--- src/design/hmc_pkg.sv ---
// ----------------------------------------------------------------------------
// hmc_pkg
// Shared types and constants for the heat map color mapper.
// ----------------------------------------------------------------------------
package hmc_pkg;

  localparam int FRACTION_BITS_DEF = 16;
  localparam int TEMP_WIDTH_DEF    = 32;
  localparam int CFG_INDEX_W       = 2;

  typedef enum logic [CFG_INDEX_W-1:0] {
    REG_RANGE_LOW  = 2'd0,
    REG_RANGE_HIGH = 2'd1
  } cfg_reg_t;

  localparam logic [63:0] RANGE_LOW_RESET  = 64'd0;
  localparam logic [63:0] RANGE_HIGH_RESET = 64'd65536;

  localparam logic [7:0] CH_MAX = 8'd255;
  localparam logic [7:0] CH_MIN = 8'd0;

  typedef struct packed {
    logic force_en;   // u is fixed at 0 or 1, quotient unused
    logic force_one;
    logic invalid;    // range_high <= range_low
  } hmc_ctrl_t;

endpackage

--- src/design/hmc_in_if.sv ---
// ----------------------------------------------------------------------------
// hmc_in_if
// Sample channel: valid/ready handshake carrying one temperature.
// ----------------------------------------------------------------------------
interface hmc_in_if #(
  parameter int TEMP_WIDTH = hmc_pkg::TEMP_WIDTH_DEF
);
  logic                  valid;
  logic                  ready;
  logic [TEMP_WIDTH-1:0] temperature;

  modport source (output valid, output temperature, input ready);
  modport sink   (input valid, input temperature, output ready);
endinterface

--- src/design/hmc_out_if.sv ---
// ----------------------------------------------------------------------------
// hmc_out_if
// Color channel: valid/ready handshake carrying one RGB result.
// ----------------------------------------------------------------------------
interface hmc_out_if;
  logic       valid;
  logic       ready;
  logic [7:0] red;
  logic [7:0] green;
  logic [7:0] blue;
  logic       range_invalid;

  modport source (output valid, output red, output green, output blue,
                  output range_invalid, input ready);
  modport sink   (input valid, input red, input green, input blue,
                  input range_invalid, output ready);
endinterface

--- src/design/hmc_front.sv ---
// ----------------------------------------------------------------------------
// hmc_front
// Forms difference and span, classifies clamp cases, seeds the divider row.
// ----------------------------------------------------------------------------
module hmc_front #(
  parameter int TEMP_WIDTH = hmc_pkg::TEMP_WIDTH_DEF
) (
  input  logic                   clk,
  input  logic                   rst_n,
  input  logic                   in_valid,
  output logic                   in_ready,
  input  logic [TEMP_WIDTH-1:0]  temperature,
  input  logic [TEMP_WIDTH-1:0]  range_low,
  input  logic [TEMP_WIDTH-1:0]  range_high,
  output logic                   out_valid,
  input  logic                   out_ready,
  output logic [TEMP_WIDTH-1:0]  out_rem,
  output logic [TEMP_WIDTH-1:0]  out_den,
  output hmc_pkg::hmc_ctrl_t     out_ctrl
);
  import hmc_pkg::*;

  logic signed [TEMP_WIDTH:0] t_ext, lo_ext, hi_ext, diff, span;
  logic                       span_pos, diff_pos, diff_ge;
  hmc_ctrl_t                  ctrl_nxt;
  logic                       valid_r;
  logic [TEMP_WIDTH-1:0]      rem_r, den_r;
  hmc_ctrl_t                  ctrl_r;

  always_comb begin
    t_ext    = $signed({temperature[TEMP_WIDTH-1], temperature});
    lo_ext   = $signed({range_low[TEMP_WIDTH-1], range_low});
    hi_ext   = $signed({range_high[TEMP_WIDTH-1], range_high});
    diff     = t_ext - lo_ext;
    span     = hi_ext - lo_ext;
    span_pos = !span[TEMP_WIDTH] && (span != '0);
    diff_pos = !diff[TEMP_WIDTH] && (diff != '0);
    diff_ge  = (diff >= span);
    ctrl_nxt.invalid   = !span_pos;
    ctrl_nxt.force_en  = !span_pos || !diff_pos || diff_ge;
    ctrl_nxt.force_one = span_pos ? diff_ge : diff_pos;
  end

  assign in_ready = !valid_r || out_ready;

  always_ff @(posedge clk) begin
    if (!rst_n) begin
      valid_r <= 1'b0;
    end else if (in_ready) begin
      valid_r <= in_valid;
    end
  end

  always_ff @(posedge clk) begin
    if (in_valid && in_ready) begin
      rem_r  <= diff[TEMP_WIDTH-1:0];
      den_r  <= span[TEMP_WIDTH-1:0];
      ctrl_r <= ctrl_nxt;
    end
  end

  assign out_valid = valid_r;
  assign out_rem   = rem_r;
  assign out_den   = den_r;
  assign out_ctrl  = ctrl_r;

endmodule

--- src/design/hmc_div_cell.sv ---
// ----------------------------------------------------------------------------
// hmc_div_cell
// One restoring division step: produces one quotient bit per cell.
// ----------------------------------------------------------------------------
module hmc_div_cell #(
  parameter int TEMP_WIDTH    = hmc_pkg::TEMP_WIDTH_DEF,
  parameter int FRACTION_BITS = hmc_pkg::FRACTION_BITS_DEF
) (
  input  logic                     clk,
  input  logic                     rst_n,
  input  logic                     in_valid,
  output logic                     in_ready,
  input  logic [TEMP_WIDTH-1:0]    in_rem,
  input  logic [TEMP_WIDTH-1:0]    in_den,
  input  logic [FRACTION_BITS-1:0] in_q,
  input  hmc_pkg::hmc_ctrl_t       in_ctrl,
  output logic                     out_valid,
  input  logic                     out_ready,
  output logic [TEMP_WIDTH-1:0]    out_rem,
  output logic [TEMP_WIDTH-1:0]    out_den,
  output logic [FRACTION_BITS-1:0] out_q,
  output hmc_pkg::hmc_ctrl_t       out_ctrl
);
  import hmc_pkg::*;

  logic [TEMP_WIDTH:0]        shifted, sub;
  logic                       q_bit;
  logic [TEMP_WIDTH-1:0]      rem_nxt;
  logic                       valid_r;
  logic [TEMP_WIDTH-1:0]      rem_r, den_r;
  logic [FRACTION_BITS-1:0]   q_r;
  hmc_ctrl_t                  ctrl_r;

  always_comb begin
    shifted = {in_rem, 1'b0};
    sub     = shifted - {1'b0, in_den};
    q_bit   = (shifted >= {1'b0, in_den});
    rem_nxt = q_bit ? sub[TEMP_WIDTH-1:0] : shifted[TEMP_WIDTH-1:0];
  end

  assign in_ready = !valid_r || out_ready;

  always_ff @(posedge clk) begin
    if (!rst_n) begin
      valid_r <= 1'b0;
    end else if (in_ready) begin
      valid_r <= in_valid;
    end
  end

  always_ff @(posedge clk) begin
    if (in_valid && in_ready) begin
      rem_r  <= rem_nxt;
      den_r  <= in_den;
      q_r    <= {in_q[FRACTION_BITS-2:0], q_bit};
      ctrl_r <= in_ctrl;
    end
  end

  assign out_valid = valid_r;
  assign out_rem   = rem_r;
  assign out_den   = den_r;
  assign out_q     = q_r;
  assign out_ctrl  = ctrl_r;

endmodule

--- src/design/hmc_color.sv ---
// ----------------------------------------------------------------------------
// hmc_color
// Segment select and linear blend; output register of the pipeline.
// ----------------------------------------------------------------------------
module hmc_color #(
  parameter int FRACTION_BITS = hmc_pkg::FRACTION_BITS_DEF
) (
  input  logic                     clk,
  input  logic                     rst_n,
  input  logic                     in_valid,
  output logic                     in_ready,
  input  logic [FRACTION_BITS-1:0] in_q,
  input  hmc_pkg::hmc_ctrl_t       in_ctrl,
  output logic                     out_valid,
  input  logic                     out_ready,
  output logic [7:0]               red,
  output logic [7:0]               green,
  output logic [7:0]               blue,
  output logic                     range_invalid
);
  import hmc_pkg::*;

  localparam int SEG_BITS = FRACTION_BITS - 2;

  localparam logic [2:0] SEG_BLUE_CYAN    = 3'd0;
  localparam logic [2:0] SEG_CYAN_GREEN   = 3'd1;
  localparam logic [2:0] SEG_GREEN_YELLOW = 3'd2;
  localparam logic [2:0] SEG_YELLOW_RED   = 3'd3;

  logic [FRACTION_BITS:0]  u;
  logic [2:0]              seg;
  logic [SEG_BITS-1:0]     pos;
  logic [SEG_BITS+7:0]     prod;
  logic [SEG_BITS+8:0]     prod_ceil;
  logic [7:0]              up, down;
  logic [7:0]              red_nxt, green_nxt, blue_nxt;
  logic                    valid_r;
  logic [7:0]              red_r, green_r, blue_r;
  logic                    invalid_r;

  always_comb begin
    u         = in_ctrl.force_en ? {in_ctrl.force_one, {FRACTION_BITS{1'b0}}}
                                 : {1'b0, in_q};
    seg       = u[FRACTION_BITS:SEG_BITS];
    pos       = u[SEG_BITS-1:0];
    prod      = {pos, 8'd0} - {8'd0, pos};
    prod_ceil = {1'b0, prod} + {9'd0, {SEG_BITS{1'b1}}};
    up        = prod[SEG_BITS+7:SEG_BITS];
    down      = CH_MAX - prod_ceil[SEG_BITS+7:SEG_BITS];
    case (seg)
      SEG_BLUE_CYAN: begin
        red_nxt = CH_MIN; green_nxt = up;     blue_nxt = CH_MAX;
      end
      SEG_CYAN_GREEN: begin
        red_nxt = CH_MIN; green_nxt = CH_MAX; blue_nxt = down;
      end
      SEG_GREEN_YELLOW: begin
        red_nxt = up;     green_nxt = CH_MAX; blue_nxt = CH_MIN;
      end
      SEG_YELLOW_RED: begin
        red_nxt = CH_MAX; green_nxt = down;   blue_nxt = CH_MIN;
      end
      default: begin
        red_nxt = CH_MAX; green_nxt = CH_MIN; blue_nxt = CH_MIN;
      end
    endcase
  end

  assign in_ready = !valid_r || out_ready;

  always_ff @(posedge clk) begin
    if (!rst_n) begin
      valid_r <= 1'b0;
    end else if (in_ready) begin
      valid_r <= in_valid;
    end
  end

  always_ff @(posedge clk) begin
    if (in_valid && in_ready) begin
      red_r     <= red_nxt;
      green_r   <= green_nxt;
      blue_r    <= blue_nxt;
      invalid_r <= in_ctrl.invalid;
    end
  end

  assign out_valid     = valid_r;
  assign red           = red_r;
  assign green         = green_r;
  assign blue          = blue_r;
  assign range_invalid = invalid_r;

endmodule

--- src/design/heat_map_color_mapper_unit.sv ---
// ----------------------------------------------------------------------------
// heat_map_color_mapper_unit
// Temperature sample to blue-cyan-green-yellow-red color, fully pipelined.
// ----------------------------------------------------------------------------
// Takes one sample per cycle while the output is not stalled: one front stage
// forms the offset and span, a row of FRACTION_BITS divider cells each
// resolves one quotient bit of the normalized position, and a final stage
// blends the color into the output register. Each stage holds its own valid
// bit, so a stalled result only stops the stages behind it once they fill.
// Range registers must be written only while no transaction is in flight.
// ----------------------------------------------------------------------------
module heat_map_color_mapper_unit #(
  parameter int FRACTION_BITS = hmc_pkg::FRACTION_BITS_DEF,
  parameter int TEMP_WIDTH    = hmc_pkg::TEMP_WIDTH_DEF
) (
  input  logic                             clk,
  input  logic                             rst_n,
  hmc_in_if.sink                           in_if,
  hmc_out_if.source                        out_if,
  input  logic                             cfg_we,
  input  logic [hmc_pkg::CFG_INDEX_W-1:0]  cfg_index,
  input  logic [TEMP_WIDTH-1:0]            cfg_data
);
  import hmc_pkg::*;

  logic [TEMP_WIDTH-1:0]    range_low_r, range_high_r;

  logic                     valid_a [0:FRACTION_BITS];
  logic                     ready_a [0:FRACTION_BITS];
  logic [TEMP_WIDTH-1:0]    rem_a   [0:FRACTION_BITS];
  logic [TEMP_WIDTH-1:0]    den_a   [0:FRACTION_BITS];
  logic [FRACTION_BITS-1:0] q_a     [0:FRACTION_BITS];
  hmc_ctrl_t                ctrl_a  [0:FRACTION_BITS];

  always_ff @(posedge clk) begin
    if (!rst_n) begin
      range_low_r  <= RANGE_LOW_RESET[TEMP_WIDTH-1:0];
      range_high_r <= RANGE_HIGH_RESET[TEMP_WIDTH-1:0];
    end else if (cfg_we) begin
      unique case (cfg_index)
        REG_RANGE_LOW:  range_low_r  <= cfg_data;
        REG_RANGE_HIGH: range_high_r <= cfg_data;
        default: ;
      endcase
    end
  end

  hmc_front #(
    .TEMP_WIDTH (TEMP_WIDTH)
  ) u_front (
    .clk         (clk),
    .rst_n       (rst_n),
    .in_valid    (in_if.valid),
    .in_ready    (in_if.ready),
    .temperature (in_if.temperature),
    .range_low   (range_low_r),
    .range_high  (range_high_r),
    .out_valid   (valid_a[0]),
    .out_ready   (ready_a[0]),
    .out_rem     (rem_a[0]),
    .out_den     (den_a[0]),
    .out_ctrl    (ctrl_a[0])
  );

  assign q_a[0] = '0;

  for (genvar i = 0; i < FRACTION_BITS; i++) begin : g_cell
    hmc_div_cell #(
      .TEMP_WIDTH    (TEMP_WIDTH),
      .FRACTION_BITS (FRACTION_BITS)
    ) u_cell (
      .clk       (clk),
      .rst_n     (rst_n),
      .in_valid  (valid_a[i]),
      .in_ready  (ready_a[i]),
      .in_rem    (rem_a[i]),
      .in_den    (den_a[i]),
      .in_q      (q_a[i]),
      .in_ctrl   (ctrl_a[i]),
      .out_valid (valid_a[i+1]),
      .out_ready (ready_a[i+1]),
      .out_rem   (rem_a[i+1]),
      .out_den   (den_a[i+1]),
      .out_q     (q_a[i+1]),
      .out_ctrl  (ctrl_a[i+1])
    );
  end

  hmc_color #(
    .FRACTION_BITS (FRACTION_BITS)
  ) u_color (
    .clk           (clk),
    .rst_n         (rst_n),
    .in_valid      (valid_a[FRACTION_BITS]),
    .in_ready      (ready_a[FRACTION_BITS]),
    .in_q          (q_a[FRACTION_BITS]),
    .in_ctrl       (ctrl_a[FRACTION_BITS]),
    .out_valid     (out_if.valid),
    .out_ready     (out_if.ready),
    .red           (out_if.red),
    .green         (out_if.green),
    .blue          (out_if.blue),
    .range_invalid (out_if.range_invalid)
  );

endmodule

--- src/flat_wrapper.sv ---
// flat-port wrapper written by rule: the top's interface ports become plain ports
module heat_map_color_mapper_unit_flat import hmc_pkg::*;
#(
  parameter int FRACTION_BITS = hmc_pkg::FRACTION_BITS_DEF,
  parameter int TEMP_WIDTH    = hmc_pkg::TEMP_WIDTH_DEF
)
  (clk, rst_n, cfg_we, cfg_index, cfg_data, in_if_valid, in_if_temperature, in_if_ready, out_if_valid, out_if_red, out_if_green, out_if_blue, out_if_range_invalid, out_if_ready);
  hmc_in_if #(.TEMP_WIDTH(TEMP_WIDTH)) in_if_i ();
  hmc_out_if out_if_i ();
  input  logic clk;
  input  logic rst_n;
  input  logic cfg_we;
  input  logic [hmc_pkg::CFG_INDEX_W-1:0] cfg_index;
  input  logic [TEMP_WIDTH-1:0] cfg_data;
  input wire logic [$bits(in_if_i.valid)-1:0] in_if_valid;
  input wire logic [$bits(in_if_i.temperature)-1:0] in_if_temperature;
  output wire logic [$bits(in_if_i.ready)-1:0] in_if_ready;
  output wire logic [$bits(out_if_i.valid)-1:0] out_if_valid;
  output wire logic [$bits(out_if_i.red)-1:0] out_if_red;
  output wire logic [$bits(out_if_i.green)-1:0] out_if_green;
  output wire logic [$bits(out_if_i.blue)-1:0] out_if_blue;
  output wire logic [$bits(out_if_i.range_invalid)-1:0] out_if_range_invalid;
  input wire logic [$bits(out_if_i.ready)-1:0] out_if_ready;
  assign in_if_i.valid = in_if_valid;
  assign in_if_i.temperature = in_if_temperature;
  assign in_if_ready = in_if_i.ready;
  assign out_if_valid = out_if_i.valid;
  assign out_if_red = out_if_i.red;
  assign out_if_green = out_if_i.green;
  assign out_if_blue = out_if_i.blue;
  assign out_if_range_invalid = out_if_i.range_invalid;
  assign out_if_i.ready = out_if_ready;
  heat_map_color_mapper_unit #(.FRACTION_BITS(FRACTION_BITS), .TEMP_WIDTH(TEMP_WIDTH)) u_core (.clk(clk), .rst_n(rst_n), .in_if(in_if_i), .out_if(out_if_i), .cfg_we(cfg_we), .cfg_index(cfg_index), .cfg_data(cfg_data));
endmodule
--- config.mk ---
export PLATFORM = sky130hd
export DESIGN_NAME = heat_map_color_mapper_unit_flat
export DESIGN_NICKNAME = d
export VERILOG_FILES = /design/src/design/hmc_pkg.sv /design/src/design/hmc_in_if.sv /design/src/design/hmc_out_if.sv /design/src/design/hmc_front.sv /design/src/design/hmc_div_cell.sv /design/src/design/hmc_color.sv /design/src/design/heat_map_color_mapper_unit.sv /design/src/flat_wrapper.sv
export SDC_FILE = /design/constraint.sdc
export NUM_CORES = 2
export LEC_CHECK = 0
export BUFFER_PORTS_ARGS = -buffer_cell sky130_fd_sc_hd__buf_2
export CORE_MARGIN = 2
export CORE_UTILIZATION = 50
export DETAILED_ROUTE_END_ITERATION = 8
export PLACE_DENSITY = 0.74
export SYNTH_ARGS = -nofsm -noshare
export SYNTH_HDL_FRONTEND = slang
export SYNTH_SLANG_ARGS = --single-unit
--- constraint.sdc ---
create_clock -name clk -period 11.45 [get_ports clk]
set_input_delay 0.5725 -clock clk [delete_from_list [all_inputs] [get_ports clk]]
set_output_delay 0.5725 -clock clk [all_outputs]
set_load 0.01 [all_outputs]
* Word-level counts from Yosys, hierarchy flattened
Cells that the tools add are included.
Word-level totals: output and inout port bits 27, register bits 1318, input port bits 71, logic and storage cells 269
Operators by class: equal/unequal tests 4, reductions and logical operators 70, mux-type cells 20, $lt $le $gt $ge 17, add/sub/neg operators 20
Operator list (number):
- >= comparator 33 x 32 -> 1 bit | 16
- 2-to-1 mux 32 bit | 15
- subtractor 32 bit | 15
- nonzero test 33 bit | 2
- subtractor 32 x 32 -> 33 bit | 2
- >= comparator 33 bit | 1
- one-hot mux 8 bit (2 select lines) | 2
- one-hot mux 8 bit (3 select lines) | 1
- adder 22 x 14 -> 22 bit (second input constant) | 1
- logical NOT 1 bit | 22
- subtractor 22 x 14 -> 22 bit | 1
- logical AND 1 bit | 20
- logical OR 1 bit | 20
- 2-to-1 mux 17 bit | 1
- subtractor 8 bit (first input constant) | 1
- equality test 3 x 2 -> 1 bit (second input constant) | 2
- AND reduction 2 bit | 2
- OR reduction 2 bit | 2
- equality test 3 x 1 -> 1 bit (second input constant) | 1
- logical NOT 3 bit | 1
- equality test 2 x 1 -> 1 bit (second input constant) | 1
- logical NOT 2 bit | 1
- 2-to-1 mux 1 bit | 1

* Depth between registers and ports, before layout
word-level depth 20, mapped depth 24, gate-level depth less buffers 24

* Cells and area by module
Synthesis repeated with hierarchy kept, for this count alone.
Unflattened totals: cell total of the unflattened synthesis 7831, area, all modules 91116.1 um^2
By module, submodules not included:
- hmc_div_cell | area an instance 4953.5 um^2, cells an instance 408, times used 16
- hmc_front | area an instance 6880.3 um^2, cells an instance 777, times used 1
- hmc_color | area an instance 2504.9 um^2, cells an instance 280, times used 1
- heat_map_color_mapper_unit | area an instance 2474.9 um^2, cells an instance 246, times used 1

* Worst setup path before layout
Ideal clock, no wire load.
kind input to register, start point input out_if_ready, end point register u_core.g_cell[9].u_cell.ctrl_r, in the netlist u_core.g_cell[9].u_cell.out_ctrl[0], enable pin, required time 10820 ps, arrival 6913 ps, path buffers 0, setup time 630 ps, setup slack 3907 ps, stages on the path 5, cells stage by stage nor2b_1 and3_1 and3_1 and3_1 a21boi_0
On the way: longest elaborated chain between the ends 9
RTL lines:
- start, declared | line flat_wrapper.sv:23 | input wire logic [$bits(out_if_i.ready)-1:0] out_if_ready;
- logical OR 1 bit | line hmc_color.sv:69 | assign in_ready = !valid_r || out_ready;
- logical OR 1 bit (7 in series) | line hmc_div_cell.sv:41 | assign in_ready = !valid_r || out_ready;
- logical AND 1 bit | line hmc_div_cell.sv:52 | if (in_valid && in_ready) begin
- end signal, assigned | line hmc_div_cell.sv:56 | ctrl_r <= in_ctrl;
- end, declared | line hmc_div_cell.sv:32 | hmc_ctrl_t ctrl_r;
Every way passes these cells. A chain may end at the register's enable or synchronous reset.

==> results.md <==
- **top_reg_cell synth** edfxtp_1
- **Synth Area per Inst** 10.7 µm²
- **required time of the critical path** 11.94 ns
- **initial standard-cell utilization of the core** 0.505
- **Slew HR** 0.215
- **largest delay contributor family on the critical path** compound AO/OA/AOI/OAI gates
- **y dimension of the die** 396 µm
- **slowest stage cell, crit path** or4b_1
- **die width** 396 µm
- **termination of the worst setup path** u_core.u_front.out_ctrl[2]
- **number of buffers and inverters on the critical path** 3
- **crit end category** flop
- **Slew Viols, Final** 0
- **Remaining Overflow, GRT** 0
- **layout cell share with drive strength beyond 1** 0.0817
- **Yosys warning total** 0
- **total global routing track utilization** 0.227
- **FF-to-FF Start** u_core.range_high_r[0]
- **launch point of the worst path** u_core.range_high_r[0]
- **cell depth of the worst min-delay path** 3
- **total core area** 152000 µm²
- **I/O pin count** 98
- **Worst Skew** 0.0271 ns
- **buffers from clock root to sink, at most** 3
- **most common cell after layout, fill and taps aside** edfxtp_1
- **share of synthesized area spent on multiplexers** 0.0221
- **clock latency reported for the late side of the worst-skew pair** 0.78 ns
- **RSZ-0062 raised after global routing** false
- **first-pass GRT wire length** 284000 µm
- **Critical Path Stages** 23
- **capture instance of the worst register-to-register path** u_core.u_front.out_ctrl[2]
- **crit-path max FO** 7
- **final sum of negative setup slack** 0 ns
- **dominant combinational cell family by area after synthesis** compound AO/OA/AOI/OAI gates
- **Post-synth EDFFs** 1236
- **total clock buffers created by CTS** 142
- **root buf cell** clkbuf_16
- **largest net degree at the start of global routing** 83
- **flip-flop and latch count after synthesis** 1318
- **Total Nets Final** 8007
- **share of power burned in combinational logic** 0.119
- **CTS HTree Levels** 4
- **Final Cycle Share** 0.450
- **Die Area** 157000 µm²
- **area fraction in compound gates after synthesis** 0.158
- **adder-cell share of the synthesized area** 0.105
- **Critical Path Source Type** flop
- **Flop pwr share** 0.479
- **nets in the synthesized netlist** 7879
- **run status** finished clean
- **placed inst area** 79600 µm²
- **commonest cells after routing, fill and taps aside** edfxtp_1 (1236), inv_1 (741), ha_1 (615)
- **relative area change from synthesis to final layout** 9.87%
- **Hold Vio Cnt, Final** 0
- **max cap viols** 0
- **Internal** 8.63 mW
- **cells after synthesis** 7176
- **mapped cell area** 76700 µm²
- **worst slew pin tran** 1.17 ns
- **routed length per placed instance** 19.1 µm
- **stage delay of the slowest cell on the critical path** 0.48 ns
- **maximum clock frequency** 194 MHz
- **min Tclk post-route** 5.15 ns
- **total via count in the routed design** 54100
- **Post-DRT Antenna Nets** 0
- **clock slew at the register clock pins of the worst setup and hold paths** 0.06 ns
- **flop-to-flop setup slack** 6.30 ns
- **power share of the clock group** 0.402
- **number of rows in the core area** 143
- **Non-Filler Cell Area, Final** 84300 µm²
- **Hold Crit Class** in2reg
- **worst supply voltage drop on vdd** 0.147 mV
- **number of antenna violations at the first check in global routing** 8
- **GP Congestion** 0.969
- **CTS tree** built
- **first-iteration detailed-routing DRC count** 3625
- **static leakage** 33.8 nW
- **vias in the first global route** 52900
- **list of cells traversed by the critical path** inv_1 -> ha_1 -> inv_1 -> fa_1 -> a211oi_2 -> o21ai_4 -> a31oi_2 -> o211a_1 -> or3_4 -> o21ai_2 -> xor2_1 -> inv_1 -> ha_1 -> a21o_1 -> a21o_1 -> a21o_1 -> a21oi_1 -> nor2b_1 -> o21ai_0 -> o2111ai_1 -> a21oi_1 -> a21oi_1 -> or4b_1
- **count of distinct cell types in the synthesized netlist** 106
- **# DRC** 0
- **R2R depth** 23
- **Switching Power** 2.79 mW
- **crit path DAT** 5.65 ns
- **Resized Gates After CTS** 0
- **category of the most critical setup path** reg2reg
- **Power Density** 135 nW/µm²
- **final number of setup-violating endpoints** 0
- **fraction of the mapped netlist area in simple logic gates** 0.116
- **Synth Area in XOR/XNOR** 0.0493
- **net switching share of the total power** 0.244
- **drt first pass iters** 6
- **placed wire-length estimate** 139000 µm
- **clock sinks** 1318
- **final routed wirelength across all metal layers** 181000 µm
- **sequential share of the synthesized area** 0.505
- **async set-or-reset flop fraction in the synthesized netlist** 0
- **routed via count divided by cell count** 5.72
- **number of buffers inserted by port buffering** 97
## metal layers
metal / routed length (µm) / track usage
met3: 7490 / 0.0287
met4: 8330 / 0.102
met5: 0 / 0
met1: 72000 / 0.264
met2: 93000 / 0.416
## power by group through the flow
stage	sequential, mW	clock (mW)	combinational, mW
6_report	5.47	4.59	1.36
5_1_grt	5.47	4.88	1.51
4_1_cts	5.47	4.69	1.34
3_5_place_dp	5.57	0	1.33
3_3_place_gp	5.57	0	1.31
2_1_floorplan	5.52	0	0.998
## area by class of cell
cell class / instances / area [µm²]
Clock inverter: 85 / 892
Multi-Input combinational cell: 4957 / 34700
Timing Repair Buffer: 138 / 798
Antenna cell: 6 / 15.0
Sequential cell: 1318 / 38800
Tap cell: 2030 / 2540
Fill cell: 12800 / 67800
Clock buffer: 176 / 3770
Inverter: 747 / 2800
## how the worst min path moves through the flow
stage	from	endpoint	slack (ns)
global placement	u_core.g_cell[8].u_cell.out_ctrl[1]	u_core.g_cell[9].u_cell.out_ctrl[1]	0.40
CTS	cfg_data[13]	u_core.range_low_r[13]	0.006
finish	cfg_data[15]	u_core.range_low_r[15]	0.06
floorplan	u_core.u_front.out_ctrl[0]	u_core.g_cell[0].u_cell.out_ctrl[0]	0.40
detailed placement	u_core.g_cell[9].u_cell.out_ctrl[1]	u_core.g_cell[10].u_cell.out_ctrl[1]	0.40
global route	cfg_data[13]	u_core.range_high_r[13]	0.04
## registers in the layout, indices dropped and copies added, names as in the netlist
name	flops
u_core.g_cell.u_cell.out_den	480
u_core.g_cell.u_cell.out_rem	480
u_core.g_cell.u_cell.out_q	136
u_core.g_cell.u_cell.out_ctrl	48
u_core.range_high_r	32
u_core.range_low_r	32
u_core.u_front.out_den	32
u_core.u_front.out_rem	32
u_core.g_cell.u_cell.out_valid	16
u_core.u_color.blue	8
u_core.u_color.green	8
u_core.u_color.red	8
u_core.u_front.out_ctrl	3
u_core.u_color.out_valid	1
u_core.u_color.range_invalid	1
u_core.u_front.out_valid	1
## tightest hold or removal path, delay by kind of cell
kind                   cells  cell delay (ns)
and+or+nand+nor            1             0.04
AOI/OAI and AO/OA          1             0.06
buffers and inverters      1             0.11
## cell usage after synthesis, drive strengths merged (17+ instances only)
cell | instances | area share
a31oi | 49 | 0.0043
nand2b | 106 | 0.0086
mux2 | 142 | 0.021
nand3 | 112 | 0.0073
xor2 | 161 | 0.018
inv | 745 | 0.036
or2 | 40 | 0.0033
o211ai | 34 | 0.0033
nand4 | 75 | 0.0062
and4 | 19 | 0.0022
xnor2 | 271 | 0.031
clkbuf | 109 | 0.0053
nor3 | 108 | 0.0073
buf | 45 | 0.0029
nor4 | 23 | 0.0021
dfxtp | 82 | 0.021
a21o | 265 | 0.026
ha | 615 | 0.10
a21boi | 104 | 0.010
edfxtp | 1236 | 0.48
nor2 | 456 | 0.022
a21oi | 594 | 0.039
fa | 17 | 0.0044
and2 | 38 | 0.0031
o21ai | 398 | 0.026
or3 | 54 | 0.0045
o2111ai | 24 | 0.0027
nand2 | 577 | 0.028
and3 | 65 | 0.0053
o31ai | 64 | 0.0063
o21a | 87 | 0.0085
o21bai | 60 | 0.0059
nor2b | 103 | 0.0084
a211oi | 45 | 0.0046
## per-stage QoR
stage | hold slack (ns) | setup WS (ns) | std cells | power (mW) | util
detailed placement | 0.405 | 6.14 | 9188 | 6.90 | 0.523
finish | 0.0622 | 6.30 | 9457 | 11.4 | 0.554
CTS | 0.00641 | 6.28 | 9451 | 11.5 | 0.554
global route | 0.0360 | 5.99 | 9455 | 11.9 | 0.554
global placement | 0.401 | 6.11 | 9188 | 6.88 | 0.523
floorplan | 0.400 | 3.91 | 7176 | 6.52 | -
## repair_timing
action / CTS / global route
hold buffers: 2 / 0
setup buffers: 0 / 0
endpoints found under the hold margin: 2 / 0
## cell families (layout without fill, tap and decap cells)
logic type      Yosys count  after routing
fa+ha+maj               632            632
mux                     152            152
simple gates           1841           1841
compound gates         1900           1900
buf+inv                 901           1146
other cells               0              6
flops                  1318           1318
xor+xnor                432            432
Note: power is estimated with default switching activity, not from simulation.
